### src/sec_pkg.sv
`timescale 1ns / 1ps
// ----------------------------------------------------------------------------
// sec_pkg: shared types and constants of the spherical Earth converter
// Holds the rotator data types, the reset radius, the rotator start gain and
// the elaboration-time generator for the arctangent step of each cell.
// ----------------------------------------------------------------------------
package sec_pkg;

	localparam int                  ATAN_ENTRIES = 40;
	localparam logic [23:0]         RADIUS_RESET = 24'd6378137;
	localparam logic signed [63:0]  CORDIC_X0    = 64'sd652032874 <<< 30;

	typedef struct packed {
		logic signed [63:0] x;
		logic signed [63:0] y;
		logic signed [63:0] z;
	} rot_t;

	typedef struct packed {
		logic signed [28:0] radius;
		logic               flip_lat;
		logic               flip_lon;
	} side_t;

	typedef struct packed {
		logic signed [31:0] x_pos;
		logic signed [31:0] y_pos;
		logic signed [31:0] z_pos;
	} res_t;

	// Restoring long division, used only while building constants.
	function automatic logic [63:0] long_div(logic [63:0] num, logic [63:0] den);
		logic [64:0] rem;
		logic [63:0] quo;
		rem = '0;
		quo = '0;
		for (int k = 63; k >= 0; k--) begin
			rem = {rem[63:0], num[k]};
			quo = quo << 1;
			if (rem >= {1'b0, den}) begin
				rem    = rem - {1'b0, den};
				quo[0] = 1'b1;
			end
		end
		return quo;
	endfunction

	function automatic logic [63:0] atan_recip_q61(logic [63:0] n);
		logic [63:0] p;
		logic [63:0] pos;
		logic [63:0] neg;
		logic [63:0] term;
		p   = long_div(64'd1 << 61, n);
		pos = '0;
		neg = '0;
		for (int k = 0; k < 32; k++) begin
			if (p != 64'd0) begin
				term = long_div(p, 64'(2 * k + 1));
				if (k[0]) begin
					neg = neg + term;
				end else begin
					pos = pos + term;
				end
				p = long_div(p, n * n);
			end
		end
		return pos - neg;
	endfunction

	// Arctangent of 2^-idx in phase units, where 2^62 stands for pi.
	function automatic logic [63:0] atan_entry(int idx);
		logic [63:0] pi_q61;
		logic [63:0] p;
		logic [63:0] pos;
		logic [63:0] neg;
		logic [63:0] term;
		logic [63:0] rem;
		logic [63:0] q;
		if (idx == 0) begin
			return 64'd1 << 60;
		end
		pi_q61 = 64'd16 * atan_recip_q61(64'd5) - 64'd4 * atan_recip_q61(64'd239);
		p   = 64'd1 << (61 - idx);
		pos = '0;
		neg = '0;
		for (int k = 0; k < 32; k++) begin
			if (p != 64'd0) begin
				term = long_div(p, 64'(2 * k + 1));
				if (k[0]) begin
					neg = neg + term;
				end else begin
					pos = pos + term;
				end
				p = (2 * idx < 62) ? (p >> (2 * idx)) : 64'd0;
			end
		end
		rem = pos - neg;
		q   = '0;
		for (int step = 0; step < 62; step++) begin
			rem = rem << 1;
			q   = q << 1;
			if (rem >= pi_q61) begin
				rem  = rem - pi_q61;
				q[0] = 1'b1;
			end
		end
		return q;
	endfunction

endpackage

### src/sec_obuf.sv
`timescale 1ns / 1ps
// ----------------------------------------------------------------------------
// sec_obuf: two-entry result buffer
// Decouples the result channel from the pipeline. The pipeline advances only
// while the buffer has a free entry, which is known from registered state.
// ----------------------------------------------------------------------------
module sec_obuf (
	input  logic           clk,
	input  logic           arst_n,
	input  logic           push,
	input  sec_pkg::res_t  din,
	input  logic           pop_ready,
	output logic           out_valid,
	output sec_pkg::res_t  dout,
	output logic           room
);

	sec_pkg::res_t slot_q [2];
	logic [1:0]    count_q;
	logic          wr_q;
	logic          rd_q;
	logic          pop;

	assign out_valid = (count_q != 2'd0);
	assign pop       = out_valid && pop_ready;
	assign room      = (count_q != 2'd2);
	assign dout      = slot_q[rd_q];

	always_ff @(posedge clk or negedge arst_n) begin
		if (!arst_n) begin
			count_q <= 2'd0;
			wr_q    <= 1'b0;
			rd_q    <= 1'b0;
		end else begin
			if (push) begin
				wr_q <= ~wr_q;
			end
			if (pop) begin
				rd_q <= ~rd_q;
			end
			count_q <= count_q + 2'(push) - 2'(pop);
		end
	end

	always_ff @(posedge clk) begin
		if (push) begin
			slot_q[wr_q] <= din;
		end
	end

endmodule

### config.mk
export PLATFORM = sky130hd
export DESIGN_NAME = sec_obuf
export DESIGN_NICKNAME = d
export VERILOG_FILES = /design/src/sec_pkg.sv /design/src/sec_obuf.sv
export SDC_FILE = /design/constraint.sdc
export NUM_CORES = 1
export LEC_CHECK = 0
export BUFFER_PORTS_ARGS = -buffer_cell sky130_fd_sc_hd__buf_4
export CAP_MARGIN = 10
export CORE_AREA = 8 8 136 138
export CTS_BUF_LIST = sky130_fd_sc_hd__clkbuf_16
export DETAILED_ROUTE_END_ITERATION = 12
export DIE_AREA = 0 0 144 146
export PLACE_DENSITY = 0.66
export SYNTH_ARGS = -nofsm -noshare
export SYNTH_HDL_FRONTEND = slang
export SYNTH_SLANG_ARGS = --single-unit
### constraint.sdc
create_clock -name clk -period 11.05 [get_ports clk]
set_input_delay 2.21 -clock clk [delete_from_list [all_inputs] [get_ports clk]]
set_output_delay 2.21 -clock clk [all_outputs]
set_load 0.02 [all_outputs]
==> results of run 1 <==
[power by group]
group / total [mW] / switching, mW / internal, mW
Sequential: 1.05 / 0.0607 / 0.988
Combinational: 0.877 / 0.463 / 0.415
Clock: 0.611 / 0.257 / 0.354
Total: 2.54 / 0.781 / 1.76
[worst paths after layout]
kind	startpoint	end	slack, ns	cells past startpoint
worst max-delay path	rd_q	dout[3]	6.13	3
worst min register to register	wr_q	wr_q	0.54	1
worst max register to register	wr_q	slot_q[1][91]	8.95	2
max in group asynchronous	arst_n	rd_q	9.36	1
worst min-delay path	wr_q	wr_q	0.54	1
min in group asynchronous	arst_n	count_q[0]	1.57	1
[per-stage QoR]
step	utilization [%]	worst slack, ns	power [mW]	instances	instance area, sq um
after global placement	55.0	6.59	1.95	726	8950
after floorplan	-	4.10	1.63	316	7240
after CTS	58.6	6.11	2.58	757	9540
after global routing	58.6	6.02	2.65	757	9540
after detailed placement	55.0	6.58	1.96	726	8950
final	58.6	6.13	2.54	757	9540
[registers in the layout, summed over array words and instances, names as in the netlist]
name,cells
slot_q,192
count_q,2
rd_q,1
wr_q,1
[cell usage after synthesis]
cell type and count:
and2_1 1, buf_2 6, buf_6 5, dfrtp_1 4
edfxtp_1 192, ha_1 2, inv_1 2, mux2_2 66
mux2_4 30, nand2_1 1, nor2b_1 1, o21a_1 1
or2_2 1, xnor2_1 2, xor2_1 2
[per-layer routing]
metal / up-vias / share of wire (%) / routed length [um] / GRT usage (%)
met2: 136 / 49 / 7080 / 22.2
met5: - / 0 / 0 / 0
li1: 1670 / - / - / -
met1: 1756 / 40 / 5750 / 15.4
met4: 0 / 1.2 / 176 / 4.89
met3: 18 / 9.3 / 1330 / 6.20
[cell families after synthesis]
logic type,after synthesis,share of synthesized area [%]
AOI/OAI and AO/OA,1,0.104
xor gates and xnor gates,4,0.484
adders and majority gates,2,0.345
buffers and inverters,13,1.30
DFF,196,81.0
muxes,96,16.5
and+or+nand+nor,4,0.311
[area by class of cell]
| class | count | area share [%] |
|---|---|---|
| flip-flops and latches | 196 | 61.5 |
| inverters | 2 | 0.0787 |
| clock inverters | 14 | 1.70 |
| well taps | 220 | 2.88 |
| repair buffers | 201 | 15.8 |
| clock buffers | 17 | 4.46 |
| multi-input cells | 107 | 13.6 |
==> metrics, run 1 <==
slowest CP cell buf_4; LEAKAGE approximately 3.7 nW; layout cell share with drive strength beyond 1 61.3%; Port Buffers ~200; pwr dens about 270 mW/mm^2; Synth Area per Inst roughly 23 sq um; Placer Congestion 0.732; fin crit share roughly 45%; clock sink count between 150 and 200; Yosys top cell by area edfxtp_1; hold buffers post-CTS 0; first-pass GRT wire length about 21 mm; status completed; final hold vios 0; die width 144 um; CTS tree yes; register area share after synthesis 81.0%; critical path arrival about 2.7 ns; die height ~150 um; # diodes 0; post_cts resized 0; WP data required 8.84 ns; FMAX 203 MHz; most area-consuming cells after synthesis edfxtp_1 80%, mux2_2 10%, mux2_4 6.2%; First DRT Iteration DRCs approximately 170; CTS buffer count 17; Reg clk slew, reported paths 0.07 ns; I/O Pins ~200; Warnings, synthesis 0; most common cell after layout, fill and taps aside buf_4; # DRC 0; Initial Util ~44%; Fin Setup TNS 0 ns; Total Routing Usage GR approximately 14%; Top cell by count, worst path buf_4; Setup crit start kind flop; number of global-route vias before repair 3,983; clock root cell clkbuf_16; CP Cell Sequence buf_4, mux2_2, buf_4; largest net degree at the start of global routing between 60 and 70; vias per std cell between 4 and 5; Final Net Count 627; Cell variety after synth 15; initial antenna violation count 0; H-tree levels 4; Final Critical Period about 4.9 ns; grt ovf 0; Syn Std Cell Area approximately 0.0072 sq mm; Syn Nets 418; Crit path max-delay family buffers and inverters; Hold Crit Class reg2reg; Final Skew 0.00602 ns; worst ir drop on vdd 0.157 mV; crit end category output pin; share of the synthesized area in the top cell type between 70% and 80%; Rows 47; maximum clock path buffer count 2; Worst Path Max Fanout 61; hold_ws ~0.54 ns; number of fill cells between 1,000 and 1,500; CP peak stage delay slightly above 0.8 ns; die area 0.0210 sq mm; sequential cell area 0.00587 sq mm; register bit total from synthesis ~200; Synth Instances roughly 320; Detailed Place HPWL approximately 9.6 mm; Max Slew Vio Count 0; Wirelength per Cell 18.9 um; Initial DRT Pass Iterations 4; area grow syn2layout 31.7%; crit path buf inv count 2; commonest non-fill, non-tap cells in the layout 201 x buf_4, 192 x edfxtp_1, 66 x mux2_2; Slew @ Worst Pin 1.01 ns; Core ar. 0.0163 sq mm; antenna-violating nets left 0; multi-input logic area between 0.001 and 0.0015 sq mm; DRT Wirelength 14.3 mm; final setup vio count 0; maxcap violations 0; RSZ-0062 raised after global routing false; crit path kind reg2out; Post CTS Setup Buffer Count 0; worst relative slew slack around a third; DR vias roughly 3,600; Worst-Skew Late Latency about 0.42 ns
No activity file was read; power rests on OpenSTA's default activity.
==> run 2, diff against run 1 <==
clock period = 4.6 ns   (was 11.05 ns; I/O delays follow)
==> run 2 against run 1 <==
Compared with the run above: sequential cell count unchanged; via count grew 1.6%; global-route usage rose by 0.43 points; critical path depth is the same; wire length is 2.3% higher; clock skew fell by 0.0013 ns; combinational power grew 140%; critical endpoint is now dout[95]; clock-buffer cell count unchanged; clock power grew 150%; sequential share of layout area down 0.41 points; power is 140% higher; cell count grew 0.53%.
==> metrics, run 2 (synthesis results as in run 1) <==
max FFs per register roughly 190; final setup vio count 0; fin crit share between 70% and 80%; Final Net Count approximately 630; WP data required 3.68 ns; top flop regs slot_q: 192 flops, count_q: 2 flops; most common cell after layout, fill and taps aside buf_4; die height around 150 um; LEAKAGE 3.69 nW; Worst Path Max Fanout 55; Area after DPL 0.00899 sq mm; hold buffers post-CTS 0; Largest Register slot_q; crit path kind reg2out; I/O Pins 198; Initial DRT Pass Iterations 4; FMAX between 300 and 400 MHz; initial antenna violation count 0; first-pass GRT wire length around 22 mm; Rows 47; hold_ws approximately 0.28 ns; Fin Setup TNS 0 ns; layout cell share with drive strength beyond 1 61.3%; # DRC 0; Worst-Skew Late Latency 0.42 ns; final hold vios 0; Final Skew 0.00475 ns; commonest non-fill, non-tap cells in the layout 201 x buf_4, 192 x edfxtp_1, 66 x mux2_2; Placer Congestion between 0.7 and 0.8; Hold Crit Class in2async; Max Slew Vio Count 0; CTS buffer count 17; die width 144 um; Slew @ Worst Pin around 1.1 ns; post_cts resized 0; RSZ-0062 raised after global routing false; clock root cell clkbuf_16; H-tree levels 4; CTS tree yes; grt ovf 0; Initial Util roughly 44%; area grow syn2layout 32.6%; setup slack, reg-to-reg about 2.6 ns; number of global-route vias before repair between 3,000 and 4,000; crit end category output pin; worst relative slew slack between 20% and 30%; worst ir drop on vdd about 0.31 mV; vias per std cell approximately 4.8; Final Critical Period around 3.2 ns; Reg clk slew, reported paths around 0.070 ns; Post-Layout Inst Area 0.00961 sq mm; critical path arrival roughly 2.3 ns; DR vias 3,636; Detailed Place HPWL between 10 and 15 mm; clock sink count approximately 200; Post CTS Setup Buffer Count 0; Port Buffers 197; DRT Wirelength approximately 15 mm; Core ar. ~0.016 sq mm; maxcap violations 0; maximum clock path buffer count 2; largest net degree at the start of global routing between 50 and 60; number of fill cells around 1,200; die area 0.0210 sq mm; Total Routing Usage GR roughly 14%; status completed; multi-input logic area approximately 0.0013 sq mm; Wirelength per Cell approximately 19 um; First DRT Iteration DRCs approximately 150; Setup crit start kind flop; antenna-violating nets left 0; pwr dens ~640 mW/mm^2; sequential cell area just under 0.006 sq mm
==> run 2: through the flow <==
step | util, % | instances | worst slack, ns | power [mW]
after floorplan | - | 316 | 0.737 | 3.90
after global placement | 55.2 | 728 | 1.81 | 4.69
after detailed placement | 55.2 | 728 | 1.78 | 4.73
after CTS | 59.0 | 760 | 1.30 | 6.23
after global routing | 59.0 | 760 | 1.24 | 6.41
final | 59.0 | 761 | 1.37 | 6.14
==> run 2: layout make-up <==
cell class	instances	share of cell area (%)
Sequential cell	196	61.1
Clock buffer	17	4.43
Timing Repair Buffer	203	16.1
Clock inverter	15	1.91
Tap cell	220	2.87
Inverter	2	0.0781
Antenna cell	1	0.0260
Multi-Input combinational cell	107	13.5
==> run 2: worst paths after layout <==
path | startpoint | end | cells past startpoint
min in group clk | wr_q | wr_q | 1
hold / removal | arst_n | wr_q | 1
setup / recovery | rd_q | dout[95] | 3
max in group asynchronous | arst_n | rd_q | 1
setup reg to reg | wr_q | slot_q[0][4] | 2
hold reg to reg | wr_q | wr_q | 1
==> run 2: power by group <==
group | internal (mW) | leakage, nW | switching (mW)
Combinational | 1.01 | 1.55 | 1.07
Clock | 0.861 | 0.292 | 0.636
Sequential | 2.37 | 1.85 | 0.187
Total | 4.24 | 3.69 | 1.90
==> run 2: routing by layer <==
layer,vias up,global-route usage (%),part of all wire [%]
met5,-,0,0
met4,0,5.21,1.2
met3,14,5.68,9.3
met2,144,23.0,49
met1,1805,16.2,40
li1,1673,-,-
==> run 2: critical path: stages (launching register included) <==
cell     delay [ns]
dfrtp_4        0.95
buf_12         0.36
mux2_2         0.38
buf_4          0.16
