`src/sec_pkg.sv`:
```
`timescale 1ns / 1ps
// ----------------------------------------------------------------------------
// sec_pkg: shared types and constants of the spherical Earth converter
// Holds the rotator data types, the reset radius, the rotator start gain and
// the elaboration-time generator for the arctangent step of each cell.
// ----------------------------------------------------------------------------
package sec_pkg;

	localparam int                  ATAN_ENTRIES = 40;
	localparam logic [23:0]         RADIUS_RESET = 24'd6378137;
	localparam logic signed [63:0]  CORDIC_X0    = 64'sd652032874 <<< 30;

	typedef struct packed {
		logic signed [63:0] x;
		logic signed [63:0] y;
		logic signed [63:0] z;
	} rot_t;

	typedef struct packed {
		logic signed [28:0] radius;
		logic               flip_lat;
		logic               flip_lon;
	} side_t;

	typedef struct packed {
		logic signed [31:0] x_pos;
		logic signed [31:0] y_pos;
		logic signed [31:0] z_pos;
	} res_t;

	// Restoring long division, used only while building constants.
	function automatic logic [63:0] long_div(logic [63:0] num, logic [63:0] den);
		logic [64:0] rem;
		logic [63:0] quo;
		rem = '0;
		quo = '0;
		for (int k = 63; k >= 0; k--) begin
			rem = {rem[63:0], num[k]};
			quo = quo << 1;
			if (rem >= {1'b0, den}) begin
				rem    = rem - {1'b0, den};
				quo[0] = 1'b1;
			end
		end
		return quo;
	endfunction

	function automatic logic [63:0] atan_recip_q61(logic [63:0] n);
		logic [63:0] p;
		logic [63:0] pos;
		logic [63:0] neg;
		logic [63:0] term;
		p   = long_div(64'd1 << 61, n);
		pos = '0;
		neg = '0;
		for (int k = 0; k < 32; k++) begin
			if (p != 64'd0) begin
				term = long_div(p, 64'(2 * k + 1));
				if (k[0]) begin
					neg = neg + term;
				end else begin
					pos = pos + term;
				end
				p = long_div(p, n * n);
			end
		end
		return pos - neg;
	endfunction

	// Arctangent of 2^-idx in phase units, where 2^62 stands for pi.
	function automatic logic [63:0] atan_entry(int idx);
		logic [63:0] pi_q61;
		logic [63:0] p;
		logic [63:0] pos;
		logic [63:0] neg;
		logic [63:0] term;
		logic [63:0] rem;
		logic [63:0] q;
		if (idx == 0) begin
			return 64'd1 << 60;
		end
		pi_q61 = 64'd16 * atan_recip_q61(64'd5) - 64'd4 * atan_recip_q61(64'd239);
		p   = 64'd1 << (61 - idx);
		pos = '0;
		neg = '0;
		for (int k = 0; k < 32; k++) begin
			if (p != 64'd0) begin
				term = long_div(p, 64'(2 * k + 1));
				if (k[0]) begin
					neg = neg + term;
				end else begin
					pos = pos + term;
				end
				p = (2 * idx < 62) ? (p >> (2 * idx)) : 64'd0;
			end
		end
		rem = pos - neg;
		q   = '0;
		for (int step = 0; step < 62; step++) begin
			rem = rem << 1;
			q   = q << 1;
			if (rem >= pi_q61) begin
				rem  = rem - pi_q61;
				q[0] = 1'b1;
			end
		end
		return q;
	endfunction

endpackage

```
`src/sec_cell.sv`:
```
`timescale 1ns / 1ps
// ----------------------------------------------------------------------------
// sec_cell: one rotation step of the sine and cosine chain
// Rotates the latitude and the longitude vector by the arctangent of 2^-STAGE
// toward a zero residual angle and hands the result to the next cell.
// ----------------------------------------------------------------------------
module sec_cell #(
	parameter int STAGE = 0
) (
	input  logic             clk,
	input  logic             arst_n,
	input  logic             run,
	input  logic             in_valid,
	input  sec_pkg::rot_t    in_lat,
	input  sec_pkg::rot_t    in_lon,
	input  sec_pkg::side_t   in_side,
	output logic             out_valid,
	output sec_pkg::rot_t    out_lat,
	output sec_pkg::rot_t    out_lon,
	output sec_pkg::side_t   out_side
);

	localparam logic signed [63:0] ANGLE_STEP = sec_pkg::atan_entry(STAGE);

	function automatic sec_pkg::rot_t rotate(sec_pkg::rot_t v);
		logic signed [63:0] vx;
		logic signed [63:0] vy;
		logic signed [63:0] vz;
		logic signed [63:0] dx;
		logic signed [63:0] dy;
		sec_pkg::rot_t      o;
		vx = v.x;
		vy = v.y;
		vz = v.z;
		dx = vy >>> STAGE;
		dy = vx >>> STAGE;
		if (!vz[63]) begin
			o.x = vx - dx;
			o.y = vy + dy;
			o.z = vz - ANGLE_STEP;
		end else begin
			o.x = vx + dx;
			o.y = vy - dy;
			o.z = vz + ANGLE_STEP;
		end
		return o;
	endfunction

	logic valid_q;

	always_ff @(posedge clk or negedge arst_n) begin
		if (!arst_n) begin
			valid_q <= 1'b0;
		end else if (run) begin
			valid_q <= in_valid;
		end
	end

	always_ff @(posedge clk) begin
		if (run) begin
			out_lat  <= rotate(in_lat);
			out_lon  <= rotate(in_lon);
			out_side <= in_side;
		end
	end

	assign out_valid = valid_q;

endmodule

```
`config.mk`:
```
export PLATFORM = sky130hd
export DESIGN_NAME = sec_cell
export DESIGN_NICKNAME = d
export VERILOG_FILES = /design/src/sec_pkg.sv /design/src/sec_cell.sv
export SDC_FILE = /design/constraint.sdc
export NUM_CORES = 1
export LEC_CHECK = 0
export ABC_CLOCK_PERIOD_IN_PS = 1000
export BUFFER_PORTS_ARGS = -buffer_cell sky130_fd_sc_hd__buf_2
export CAP_MARGIN = 20
export CORE_ASPECT_RATIO = 1.2
export CORE_MARGIN = 2
export CORE_UTILIZATION = 25
export CTS_CLUSTER_DIAMETER = 60
export DETAILED_ROUTE_END_ITERATION = 8
export GPL_TIMING_DRIVEN = 1
export PLACE_DENSITY = 0.42
export SYNTH_ARGS = -nofsm -noshare
export SYNTH_HDL_FRONTEND = slang
export SYNTH_SLANG_ARGS = --single-unit
```
`constraint.sdc`:
```
create_clock -name clk -period 1 [get_ports clk]
set_clock_uncertainty 0.2 [all_clocks]
set_input_delay 0.2 -clock clk [delete_from_list [all_inputs] [get_ports clk]]
set_output_delay 0.2 -clock clk [all_outputs]
set_load 0.05 [all_outputs]
```
==> results of run 1 <==
[state kept, by name, summed over array words and instances (netlist names)]
signal and count:
out_lat 191, out_lon 191, out_side 31, out_valid 1
[kinds of logic after synthesis]
logic type,share of synthesized area [%]
adders and majority gates,13.6
muxes,1.63
AOI/OAI and AO/OA,25.0
DFF,34.0
buffers and inverters,6.25
and+or+nand+nor,13.5
xor gates and xnor gates,6.04
[routing by layer]
layer / up-vias / GRT usage, %
met5: - / 0
met4: 26 / 8.47
met3: 354 / 4.35
met2: 1394 / 50.1
met1: 21300 / 32.7
li1: 21200 / -
[cell type report]
class	count	area, µm²	area share (%)
antenna	4	10.0	0.0143
clock buffer	65	1480	2.12
clock inverter	44	437	0.626
inverter	407	1710	2.44
multi-input combinational	3234	27600	39.6
sequential	414	12400	17.8
tap	1937	2420	3.47
timing repair buffer	3001	23700	34.0
[repair_timing]
action,CTS,global route
pin swaps,308,204
hold endpoints to repair,628,369
buffers inserted,126,67
gates resized for setup,667,225
endpoints found under the setup margin,670,682
[stage by stage]
| step | cell area, µm² | TNS (ps) | hold slack [ps] | utilization (%) |
|---|---|---|---|---|
| floorplan | 39500 | -362250 | -296 | - |
| global placement | 60800 | -708060 | -222 | 41.9 |
| detailed placement | 60800 | -709240 | -221 | 41.9 |
| CTS | 68200 | -651720 | -379 | 47.0 |
| global route | 69800 | -680230 | -356 | 48.1 |
| finish | 69800 | -644750 | -332 | 48.1 |
[worst max-delay path, delay by kind of cell]
kind / cells / cell delay (ps)
compound gates: 5 / 1060
simple gates: 4 / 960
fa+ha+maj: 1 / 320
buf+inv: 3 / 260
mux: 1 / 140
xor+xnor: 1 / 130
[layout by cell type (no fill, tap or decap), types with 22 or more instances in the layout]
master	instances
nand4_1	86
clkbuf_16	58
ha_4	86
o21bai_1	99
inv_4	23
buf_2	668
nand2b_1	31
buf_12	149
nand2_1	215
xnor2_1	208
ha_1	283
mux2i_1	44
o21ai_1	52
a211oi_2	22
inv_1	312
a21oi_4	37
o21a_1	29
nor3_1	60
nand2_2	31
a21oi_2	111
nor4_1	32
inv_2	49
o31ai_1	30
dlygate4sd3_1	164
buf_4	1886
nand3_1	43
a21oi_1	434
o211ai_1	29
nor2_2	32
nor2b_1	28
o21ai_0	183
o21ai_2	58
o21ai_4	29
a21o_1	75
nor2_1	306
edfxtp_1	413
a31oi_1	26
buf_6	116
[power breakdown]
part | internal, mW | switching (mW)
Combinational | 21.0 | 28.5
Clock | 11.3 | 9.34
Sequential | 22.3 | 1.53
Total | 54.6 | 39.4
[final timing paths]
kind                                  from      endpoint  slack (ps)  cells after the start
worst max register to register   out_valid     out_valid         -20                      1
min in group asynchronous           arst_n     out_valid         130                      3
worst min-delay path            in_lon[61]   out_lon[61]        -330                      2
max in group asynchronous           arst_n     out_valid         370                      3
worst max-delay path            in_lon[80]  out_lon[188]       -1830                     15
worst min register to register   out_valid     out_valid         430                      1
==> impl_metrics.tcl, run 1 <==
set metrics [dict create \
    status "complete, but fails checks" \
    violations "hold timing, setup timing" \
    vdd_ir_drop_max_uv 1400 \
    fillers 14100 \
    synth_most_common_cell "a21oi_1" \
    max_slew.worst_pin.slew_ps 803 \
    max_freq_ghz 0.353 \
    worstSetupStartpointType "input port" \
    synthToLayoutAreaGrowth_pct 90.9 \
    arrival_ps 3100 \
    synth_area_leader_cell "edfxtp_1" \
    root_buffer "clkbuf_16" \
    nets 7927 \
    gp_congestion 0.963 \
    total_leakage_power_nw 31.1 \
    period_minus_slack_ps 2830 \
    synth_warnings 0 \
    core-area_um2 145000 \
    syn-cell-area_um2 36600 \
    relSlewSlack_pct 45.8 \
    avgRoutedWirePerCell_um 23.5 \
    clock-sinks 414 \
    required_ps 1270 \
    port_buffers 834 \
    synth_area_per_cell_um2 8.63 \
    maxCapViolCount 0 \
    hpwl_um 181000 \
    path_cells "buf_4 -> inv_2 -> ha_4 -> buf_6 -> nand2_2 -> or4_4 -> nor2_2 -> o2111ai_2 -> and3_4 -> o41ai_4 -> a31o_4 -> a21oi_4 -> o41ai_2 -> mux2i_1 -> xnor2_1" \
    hold_class "in -> reg" \
    start_util_pct 25.2 \
    dp_slack_ps -3010 \
    top_layer_used "met5" \
    synth_edf_count 413 \
    detail-route-antenna-nets 0 \
    yosys-top-cells-area "edfxtp_1 (34%), ha_1 (13%), a21oi_1 (8.0%)" \
    rsz0062_at_grt "yes" \
    drcViolationCount 0 \
    htree_levels 2 \
    slowest_delay_ps 540 \
    grt_max_degree 59 \
    num_rows 153 \
    grt_overflow 0 \
    setup_viol 681 \
    ys.flop_type "edfxtp_1" \
    ctsHoldBuffers 164 \
    p_total_mw 94.0 \
    fin_cells 9106 \
    p_per_area_nw_per_um2 1350 \
    clk_latency_ps 720 \
    synth-async-reset-ratio_pct 0.242 \
    grt_pass1_wl_um 303000 \
    layout-drive-gt1-share_pct 52.9 \
    drt_iter0_drc 2683 \
    drtPass1Iterations 7 \
    clkTransAtPathRegs_ps 60 \
    hold-worst-slack_ps -332 \
    ys_seq_elements 414 \
    fp.dieArea_um2 149000 \
    dp.cells 8664 \
    slowest_stage "or4_4" \
    setup_ws_ps -1830 \
    finalCritPeriodShare_pct 283 \
    critPathMaxFanout 7 \
    ys_seq_area_share_pct 34.0 \
    syn_inst 4237 \
    io_pins 835 \
    dieHeight_um 423 \
    cts_tree "yes" \
    wl_met3_um 11800 \
    via_per_inst 4.85 \
    dr_wl_met2_um 108000 \
    path_class "in -> reg" \
    slew_violations 0 \
    routed_wl_um 214000 \
    die_x_um 353 \
    grt_pass1_vias 45300 \
    end_kind "register" \
    antenna_found_initial 32 \
    synth_fp_nets 5048 \
    met1_length_um 86000 \
    yosysUniqueCellTypes 98 \
    cts_buffers 58 \
    grt_usage_pct 27.5 \
    hold_violations 242 \
    synth_top_cells_by_count "a21oi_1 (581), edfxtp_1 (413), ha_1 (384), inv_1 (376), nor2_1 (355)" \
    cts_max_path_buffers 3 \
    netlist.area_leader.share_pct 33.9 \
    vias 44200 \
]
Note: power is estimated with default switching activity, not from simulation.
==> run 2, diff against run 1 <==
- CORE_ASPECT_RATIO: 1.2 -> 0.5
==> run 2 against run 1 <==
The flow still finishes with violations (hold timing, setup timing). Utilization is 1.6 points higher. Flip-flop and latch count stayed put. Worst setup slack worse by 110 ps. Maximum frequency is 3.6% lower. Clock power is 3% lower. Global-route usage is 1.2 points lower. Cell count is 0.77% higher. Critical endpoint is now out_lat[190]. Highest routed layer unchanged.
==> impl_metrics.tcl, run 2 (synthesis gave the netlist of run 1 again) <==
set metrics [dict create \
    hold_class "in -> reg" \
    slowest_delay_ps 350 \
    port_buffers 834 \
    setup_viol 673 \
    drcViolationCount 0 \
    path_class "in -> reg" \
    cts_buffers 51 \
    clk_latency_ps 630 \
    critPathMaxFanout 4 \
    num_rows 99 \
    dieHeight_um 274 \
    layout-drive-gt1-share_pct 54.3 \
    drtPass1Iterations 5 \
    ctsHoldBuffers 159 \
    io_pins 835 \
    routed_wl_um 205000 \
    synthToLayoutAreaGrowth_pct 97.7 \
    largestRegisters "out_lat x191, out_lon x191, out_side x31" \
    vdd_ir_drop_max_uv 1300 \
    max_freq_ghz 0.341 \
    htree_levels 2 \
    finalCritPeriodShare_pct 294 \
    cts_max_path_buffers 3 \
    drt_iter0_drc 2720 \
    worstSetupStartpointType "input port" \
    root_buffer "clkbuf_16" \
    final_core_util_pct 49.7 \
    relSlewSlack_pct 46.0 \
    start_util_pct 25.1 \
    violations "hold timing, setup timing" \
    end_kind "register" \
    rsz0062_at_grt "yes" \
    worst_path_dominant_cell_family "compound AO/OA/AOI/OAI gates" \
    die_x_um 545 \
    grt_pass1_vias 46200 \
    layout_commonest_cell "buf_4" \
    hpwl_um 171000 \
    avgRoutedWirePerCell_um 22.3 \
    arrival_ps 3180 \
    layout_common_cells "buf_4 (1870), buf_2 (598), a21oi_1 (430), edfxtp_1 (413), inv_1 (316)" \
    vias 44500 \
    gp_congestion 0.952 \
    p_per_area_nw_per_um2 1330 \
    fp.dieArea_um2 149000 \
    core-area_um2 145000 \
    cts_tree "yes" \
    clock-sinks 414 \
    via_per_inst 4.84 \
    hold_violations 128 \
    grt_pass1_wl_um 295000 \
    grt_max_degree 60 \
    detail-route-antenna-nets 0 \
    hold-worst-slack_ps -318 \
    placed_area_um2 62200 \
    maxCapViolCount 0 \
    total_leakage_power_nw 32.2 \
    slowest_stage "o31ai_4" \
    path_cells "buf_8 -> ha_4 -> fa_2 -> nor2b_4 -> o221ai_4 -> buf_6 -> a21o_1 -> o31ai_4 -> a31o_4 -> a31oi_4 -> o21ai_4 -> a41oi_4 -> buf_6 -> o211ai_4 -> a31oi_4 -> xnor2_1" \
    status "complete, but fails checks" \
    antenna_found_initial 30 \
    period_minus_slack_ps 2940 \
    finalInstanceArea_um2 72300 \
    setup_ws_ps -1940 \
    grt_overflow 0 \
    slew_violations 0 \
    nets 7968 \
    required_ps 1240 \
    max_slew.worst_pin.slew_ps 802 \
    crit_buf_inv 3 \
    clkTransAtPathRegs_ps 60 \
    grt_usage_pct 26.3 \
]
[run 2: changes by cell type in the layout (fill, tap and decap cells not counted), moves of 16 or more]
cell / change
xnor2_2: +44
buf_4: -16
buf_2: -70
xnor2_1: -44
buf_12: +92
buf_6: +48
[run 2: layout make-up]
cell class	count	area (µm²)
sequential	414	12400
antenna	10	25.0
inverter	407	1700
multi-input combinational	3234	28300
clock buffer	53	1310
clock inverter	40	464
tap	1969	2460
timing repair buffer	3049	25500
fill	13800	73200
[run 2: path summary, 6_finish.rpt]
| kind | slack (ps) | cells after the start | to | start |
|---|---|---|---|---|
| max | -1940 | 16 | out_lat[190] | in_lat[64] |
| min | -320 | 2 | out_lat[61] | in_lat[61] |
| max reg2reg | -10 | 1 | out_valid | out_valid |
| min reg2reg | 420 | 1 | out_valid | out_valid |
| max in group asynchronous | 220 | 3 | out_valid | arst_n |
| min in group asynchronous | 280 | 3 | out_valid | arst_n |
[run 2: repair_timing]
| item | 4_1_cts | 5_1_grt |
|---|---|---|
| setup buffers | 191 | 89 |
| pin swaps | 345 | 243 |
| cloned | 1 | 0 |
| endpoints found under the setup margin | 668 | 672 |
| endpoints found under the hold margin | 446 | 164 |
| gates resized for setup | 768 | 261 |
[run 2: power by group]
part | total (mW) | switching (mW) | leakage (nW) | internal, mW
Clock | 19.9 | 8.88 | 0.841 | 11.0
Sequential | 24.1 | 1.70 | 4.05 | 22.4
Combinational | 52.4 | 28.7 | 27.3 | 23.7
Total | 96.4 | 39.3 | 32.2 | 57.1
[run 2: through the flow]
stage / cells / hold WS, ps / total power [mW] / TNS (ps) / worst slack (ps)
after floorplan: 4237 / -296 / 45.9 / -362250 / -1940
after global placement: 8697 / -220 / 70.4 / -690750 / -2830
after detailed placement: 8697 / -221 / 70.4 / -695790 / -2840
after CTS: 9113 / -379 / 95.4 / -647290 / -1850
after global routing: 9174 / -352 / 100 / -681460 / -1970
final: 9176 / -318 / 96.4 / -645970 / -1940
[run 2: metal layers]
| layer | GRT usage [%] | share of wire (%) | vias up |
|---|---|---|---|
| met3 | 3.00 | 3.9 | 300 |
| met4 | 7.30 | 2.9 | 14 |
| li1 | - | - | 21200 |
| met2 | 48.3 | 52 | 1155 |
| met5 | 0 | 0.048 | - |
| met1 | 32.1 | 41 | 21800 |
